File: src/slbd_pkg.sv
// Shared constants, item types and table geometry for the SAX lower-bound distance block.
// Used by the channel interfaces, the front end, the back end and the top level.
// Has no dependencies of its own.
package slbd_pkg;

    localparam int MAX_SEGMENTS = 16;
    localparam int SYMBOL_BITS  = 8;
    localparam int SYMBOL_COUNT = 1 << SYMBOL_BITS;
    localparam int ENTRIES      = SYMBOL_COUNT + 1;
    localparam int TABLE_DEPTH  = MAX_SEGMENTS * ENTRIES;
    localparam int ADDR_W       = $clog2(TABLE_DEPTH);

    localparam int SEG_W   = 4;
    localparam int SLOT_W  = 9;
    localparam int SYM_W   = 8;
    localparam int VALUE_W = 32;
    localparam int SCALE_W = 32;
    localparam int DIST_W  = 64;

    localparam logic [SCALE_W-1:0] SCALE_RESET = 32'h0001_0000;

    localparam int QUEUE_DEPTH = 4;
    localparam int QPTR_W      = $clog2(QUEUE_DEPTH);
    localparam int QCNT_W      = $clog2(QUEUE_DEPTH + 1);

    localparam logic CMD_WRITE = 1'b0;
    localparam logic CMD_QUERY = 1'b1;

    typedef enum logic [1:0] {
        OP_WRITE,
        OP_QUERY,
        OP_FLUSH
    } t_op_kind;

    typedef struct packed {
        t_op_kind             kind;
        logic [ADDR_W-1:0]    addr;
        logic [VALUE_W-1:0]   value;
        logic                 last;
    } t_op;

endpackage

File: src/slbd_if.sv
// Channel interfaces of the SAX lower-bound distance block: items, results and the
// scale register write channel. Depends on slbd_pkg for field widths.
interface slbd_item_if;
    logic                                valid;
    logic                                ready;
    logic                                cmd;
    logic [slbd_pkg::SEG_W-1:0]          segment;
    logic [slbd_pkg::SLOT_W-1:0]         breakpoint_slot;
    logic [slbd_pkg::SYM_W-1:0]          symbol;
    logic signed [slbd_pkg::VALUE_W-1:0] value;
    logic                                last;

    modport source (output valid, cmd, segment, breakpoint_slot, symbol, value, last,
                    input ready);
    modport sink   (input valid, cmd, segment, breakpoint_slot, symbol, value, last,
                    output ready);
endinterface


File: src/slbd_front.sv
// Front end: accepts item beats, classifies them into table writes, queries and bare
// flushes, forms table addresses and holds them in a short queue. Depends on slbd_pkg.
module slbd_front (
    input  logic          i_clk,
    input  logic          i_rst_n,
    slbd_item_if.sink     i_item,
    output slbd_pkg::t_op o_op,
    output logic          o_op_valid,
    input  logic          i_op_pop
);

    slbd_pkg::t_op                     r_queue [slbd_pkg::QUEUE_DEPTH];
    logic [slbd_pkg::QPTR_W-1:0]       r_wr_ptr;
    logic [slbd_pkg::QPTR_W-1:0]       r_rd_ptr;
    logic [slbd_pkg::QCNT_W-1:0]       r_count;
    logic [slbd_pkg::QPTR_W-1:0]       n_wr_ptr;
    logic [slbd_pkg::QPTR_W-1:0]       n_rd_ptr;
    logic [slbd_pkg::QCNT_W-1:0]       n_count;

    logic                              accept;
    logic                              seg_ok;
    logic                              slot_ok;
    logic [slbd_pkg::SYM_W-1:0]        sym_masked;
    logic                              push;
    slbd_pkg::t_op                     new_op;

    assign i_item.ready = (r_count != slbd_pkg::QCNT_W'(slbd_pkg::QUEUE_DEPTH));
    assign accept       = i_item.valid && i_item.ready;

    assign seg_ok     = int'(i_item.segment) < slbd_pkg::MAX_SEGMENTS;
    assign slot_ok    = int'(i_item.breakpoint_slot) < slbd_pkg::ENTRIES;
    assign sym_masked = i_item.symbol & slbd_pkg::SYM_W'(slbd_pkg::SYMBOL_COUNT - 1);

    // Out-of-range segments and slots never reach the back end; a query on a missing
    // segment still has to close the word when it carries the last mark.
    always_comb begin
        new_op.value = i_item.value;
        new_op.last  = i_item.last;
        new_op.kind  = slbd_pkg::OP_QUERY;
        new_op.addr  = slbd_pkg::ADDR_W'(int'(i_item.segment) * slbd_pkg::ENTRIES
                                         + int'(sym_masked));
        push         = 1'b0;
        if (i_item.cmd == slbd_pkg::CMD_WRITE) begin
            new_op.kind = slbd_pkg::OP_WRITE;
            new_op.addr = slbd_pkg::ADDR_W'(int'(i_item.segment) * slbd_pkg::ENTRIES
                                            + int'(i_item.breakpoint_slot));
            push        = accept && seg_ok && slot_ok;
        end else if (seg_ok) begin
            push = accept;
        end else begin
            new_op.kind = slbd_pkg::OP_FLUSH;
            push        = accept && i_item.last;
        end
    end

    always_comb begin
        n_wr_ptr = push ? r_wr_ptr + 1'b1 : r_wr_ptr;
        n_rd_ptr = i_op_pop ? r_rd_ptr + 1'b1 : r_rd_ptr;
        n_count  = r_count;
        if (push && !i_op_pop) begin
            n_count = r_count + 1'b1;
        end else if (!push && i_op_pop) begin
            n_count = r_count - 1'b1;
        end
    end

    always_ff @(posedge i_clk) begin
        if (!i_rst_n) begin
            r_wr_ptr <= '0;
            r_rd_ptr <= '0;
            r_count  <= '0;
        end else begin
            r_wr_ptr <= n_wr_ptr;
            r_rd_ptr <= n_rd_ptr;
            r_count  <= n_count;
        end
    end

    always_ff @(posedge i_clk) begin
        if (push) begin
            r_queue[r_wr_ptr] <= new_op;
        end
    end

    assign o_op       = r_queue[r_rd_ptr];
    assign o_op_valid = (r_count != '0);

endmodule

File: src/flat_wrapper.sv
// flat-port wrapper written by rule: the top's interface ports become plain ports
module slbd_front_flat 
  (i_clk, i_rst_n, o_op, o_op_valid, i_op_pop, i_item_valid, i_item_cmd, i_item_segment, i_item_breakpoint_slot, i_item_symbol, i_item_value, i_item_last, i_item_ready);
  slbd_item_if i_item_i ();
  input  logic i_clk;
  input  logic i_rst_n;
  output slbd_pkg::t_op o_op;
  output logic o_op_valid;
  input  logic i_op_pop;
  input wire logic [$bits(i_item_i.valid)-1:0] i_item_valid;
  input wire logic [$bits(i_item_i.cmd)-1:0] i_item_cmd;
  input wire logic [$bits(i_item_i.segment)-1:0] i_item_segment;
  input wire logic [$bits(i_item_i.breakpoint_slot)-1:0] i_item_breakpoint_slot;
  input wire logic [$bits(i_item_i.symbol)-1:0] i_item_symbol;
  input wire logic [$bits(i_item_i.value)-1:0] i_item_value;
  input wire logic [$bits(i_item_i.last)-1:0] i_item_last;
  output wire logic [$bits(i_item_i.ready)-1:0] i_item_ready;
  assign i_item_i.valid = i_item_valid;
  assign i_item_i.cmd = i_item_cmd;
  assign i_item_i.segment = i_item_segment;
  assign i_item_i.breakpoint_slot = i_item_breakpoint_slot;
  assign i_item_i.symbol = i_item_symbol;
  assign i_item_i.value = i_item_value;
  assign i_item_i.last = i_item_last;
  assign i_item_ready = i_item_i.ready;
  slbd_front u_core (.i_clk(i_clk), .i_rst_n(i_rst_n), .i_item(i_item_i), .o_op(o_op), .o_op_valid(o_op_valid), .i_op_pop(i_op_pop));
endmodule
File: config.mk
export PLATFORM = sky130hd
export DESIGN_NAME = slbd_front_flat
export DESIGN_NICKNAME = d
export VERILOG_FILES = /design/src/slbd_pkg.sv /design/src/slbd_if.sv /design/src/slbd_front.sv /design/src/flat_wrapper.sv
export SDC_FILE = /design/constraint.sdc
export NUM_CORES = 1
export LEC_CHECK = 0
export BUFFER_PORTS_ARGS = -buffer_cell sky130_fd_sc_hd__buf_2
export CAP_MARGIN = 10
export CORE_ASPECT_RATIO = 0.8
export CORE_MARGIN = 2
export CORE_UTILIZATION = 51
export DETAILED_ROUTE_END_ITERATION = 16
export GPL_TIMING_DRIVEN = 0
export PLACE_DENSITY = 0.76
export REMOVE_ABC_BUFFERS = 1
export SETUP_SLACK_MARGIN = 0.05
export SYNTH_ARGS = -nofsm -noshare
export SYNTH_HDL_FRONTEND = slang
export SYNTH_SLANG_ARGS = --single-unit
export TNS_END_PERCENT = 30
File: constraint.sdc
create_clock -name i_clk -period 3.08 [get_ports i_clk]
set_input_delay 0.616 -clock i_clk [delete_from_list [all_inputs] [get_ports i_clk]]
set_output_delay 0.616 -clock i_clk [all_outputs]
set_load 0.05 [all_outputs]
==> results.toml <==
[synthesis]
ys.warnings.count = 0
yosys.area_share.adder_pct = 2.14
synth_compound_area_share_pct = 1.62
synth_simple_gate_area_share_pct = 2.34
post-synth-top-area-cell = "edfxtp_1"
synthDistinctLibCells = 36
synth_seq_cells = 197
syn_area_per_cell_um2 = 21.7
ys_seq_area_share_pct = 75.6
synth.top_cell.area_share_pct = 73.2
synth-edff-count = 188
synth_mux_area_share_pct = 15.1
synth_top_family_by_area = "multiplexers"
yosysMostFrequentCell = "edfxtp_1"
syn-cell-area_um2 = 7710
synth_area_leaders = "edfxtp_1 73%, mux4_2 14%, dfxtp_1 2.3%"
synth_commonest_cells = "188 x edfxtp_1, 47 x mux4_2, 13 x xnor2_1, 10 x and2_1, 10 x ha_1"
syn_inst = 355
synth_xor_area_share_pct = 1.82
async_reset_ff_share_pct = 0
synthFlopType = "edfxtp_1"

[global_route]
grt_max_degree = 38
grtUsageTotal_pct = 17.6
grt_overflow = 0
grt_pass1_vias = 3934
grt_pass1_wl_mm = 20.8
antenna_found_initial = 0

[floorplan]
core_um2 = 14900
initial_core_util_pct = 51.7
die_y_um = 114
die_x_um = 141
fp-row-count = 40
io_pins = 109
die_area_um2 = 16100

[route]
drtIter0Drc = 253
ant_nets = 0
drc = 0
routed_via_density = 5.51
vias = 3709
routed_wirelength_mm = 13.3
first_pass_iters = 5
routedWlPerCell_um = 19.7

[timing]
drv_slew = 0
fmax_mhz = 364
rsz0062_at_grt = "false"
finalCritPeriodShare_pct = 89.2
slew_headroom_pct = 49.5
min_period_ns = 2.75
fin_setup_tns_ns = 0
fin_skew_ns = 0.00601
hold_violations = 0
finalSetupViolCount = 0
tightest_slew_ns = 0.757

[clock_network]
cts.sinks = 197
cts_setup_buffers = 0
cts_hold_buf = 0
cts_buffer_depth = 2
insertion_delay_ns = 0.42
ctsResizeCount = 0
cts_buffers = 17
cts_root_buf = "clkbuf_16"
cts_tree = "built"
path_clk_slew_ns = 0.07
h-tree-depth = 4

[critical_path]
worstSetupEndpointType = "flop"
crit_required_ns = 3.42
crit_type = "in2reg"
cp-start-kind = "input pin"
worst_ep_arrival_time_ns = 3.09
crit_fanout = 7

[power]
pwr-share-comb_pct = 18.8
power_density_nw_per_um2 = 707
p_leak_nw = 3.12
ir_drop_mv = 0.407
power.switching_w = 0.00178
power.share.clock_pct = 30.8
seqPwrFrac_pct = 50.4
swShare_pct = 27.8
internal_power_w = 0.00463

[job]
maxCapViolCount = 0

[place]
hpwl_mm = 8.71
place_area_um2 = 8550
place_congestion = 0.815
io_buffers = 107

[cells_and_area]
num_antenna_cells = 0
layout.nets = 545
n_fill_cell = 1078
seqCellArea_um2 = 5830
multiInputGateArea_um2 = 1780
drive_gt1_share_pct = 40.9
area_growth_pct = 17.6
final_util_pct = 60.8
fin_area_um2 = 9070

[run_status]
status = "completed"

[min_path]
hold_class = "in2reg"
## power by group through the flow
| stage | Sequential (W) | Combinational [W] | Clock [W] |
|---|---|---|---|
| floorplan | 0.00329 | 0.000872 | 0 |
| global placement | 0.00333 | 0.00113 | 0 |
| finish | 0.00323 | 0.00120 | 0.00197 |
| global route | 0.00325 | 0.00128 | 0.00212 |
| CTS | 0.00323 | 0.00122 | 0.00202 |
| detailed placement | 0.00329 | 0.00122 | 0 |
## flip-flops by register name (all words and copies together), names as in the netlist, named ones only
name             count
u_core.r_count       3
u_core.r_queue     188
u_core.r_rd_ptr      2
u_core.r_wr_ptr      2
## cell families after synthesis
family	count (synthesis)
compound gates	19
buf+inv	22
simple gates	31
xor+xnor	16
mux	57
fa+ha+maj	12
other cells	1
flops	197
## worst paths after layout
check	start	endpoint	slack [ns]	cells after the start
max	i_item_breakpoint_slot[3]	u_core.r_count[2]	0.33	10
max reg2reg	u_core.r_count[0]	u_core.r_count[2]	0.80	9
min reg2reg	u_core.r_count[2]	u_core.r_count[2]	0.53	2
min	i_item_value[28]	u_core.r_queue[2][29]	0.40	1
## critical path, cell delays in order
cell and delay, ns:
buf_2 0.10, or4_1 0.52, o21ai_1 0.19, and3_1 0.33, ha_1 0.25, inv_1 0.06, fa_1 0.37, xor2_1 0.16
or3_1 0.30, a21boi_0 0.20
## stage by stage
stage               instances  setup slack, ns  hold WS, ns  total power [W]
CTS                       673            0.313        0.381          0.00647
global route              673            0.222        0.390          0.00664
detailed placement        644           -0.128        0.526          0.00451
finish                    673            0.332        0.403          0.00641
floorplan                 342           -0.397        0.473          0.00417
global placement          638            -1.36        0.483          0.00446
## cell usage in the layout, fill, tap and decap left out, types with 2 or more instances in the layout
cell / netlist / layout
o21ai_0: 7 / 7
and3_1: 2 / 2
edfxtp_1: 188 / 188
o211a_1: 2 / 2
buf_2: 5 / 107
or3_1: 2 / 2
nand2_1: 5 / 5
mux4_2: 47 / 47
xnor2_1: 13 / 13
clkbuf_16: 0 / 17
clkinv_1: 0 / 2
mux2_2: 5 / 5
mux2i_1: 5 / 5
or4_1: 2 / 2
clkinv_2: 0 / 3
fa_1: 2 / 2
clkinvlp_4: 0 / 5
xor2_1: 3 / 3
buf_12: 0 / 5
a21oi_1: 3 / 3
and2_1: 10 / 6
inv_1: 9 / 9
nor2b_1: 4 / 4
ha_1: 10 / 10
dfxtp_1: 9 / 7
nand3_1: 3 / 3
and2_2: 0 / 4
## layer usage
layer | global-route usage [%] | up-vias | wire (um)
met4 | 7.07 | 0 | 225
met1 | 22.6 | 1879 | 5790
li1 | - | 1691 | -
met5 | 0 | - | 0
met3 | 5.29 | 19 | 798
met2 | 28.8 | 120 | 6440
## final cells by class
type,instances,area share [%]
Timing Repair Buffer,113,7.31
Clock buffer,18,4.73
Sequential cell,197,64.3
Clock inverter,11,0.994
Tap cell,189,2.61
Inverter,9,0.373
Multi-Input combinational cell,136,19.7
(Power assumes the default switching activity.)
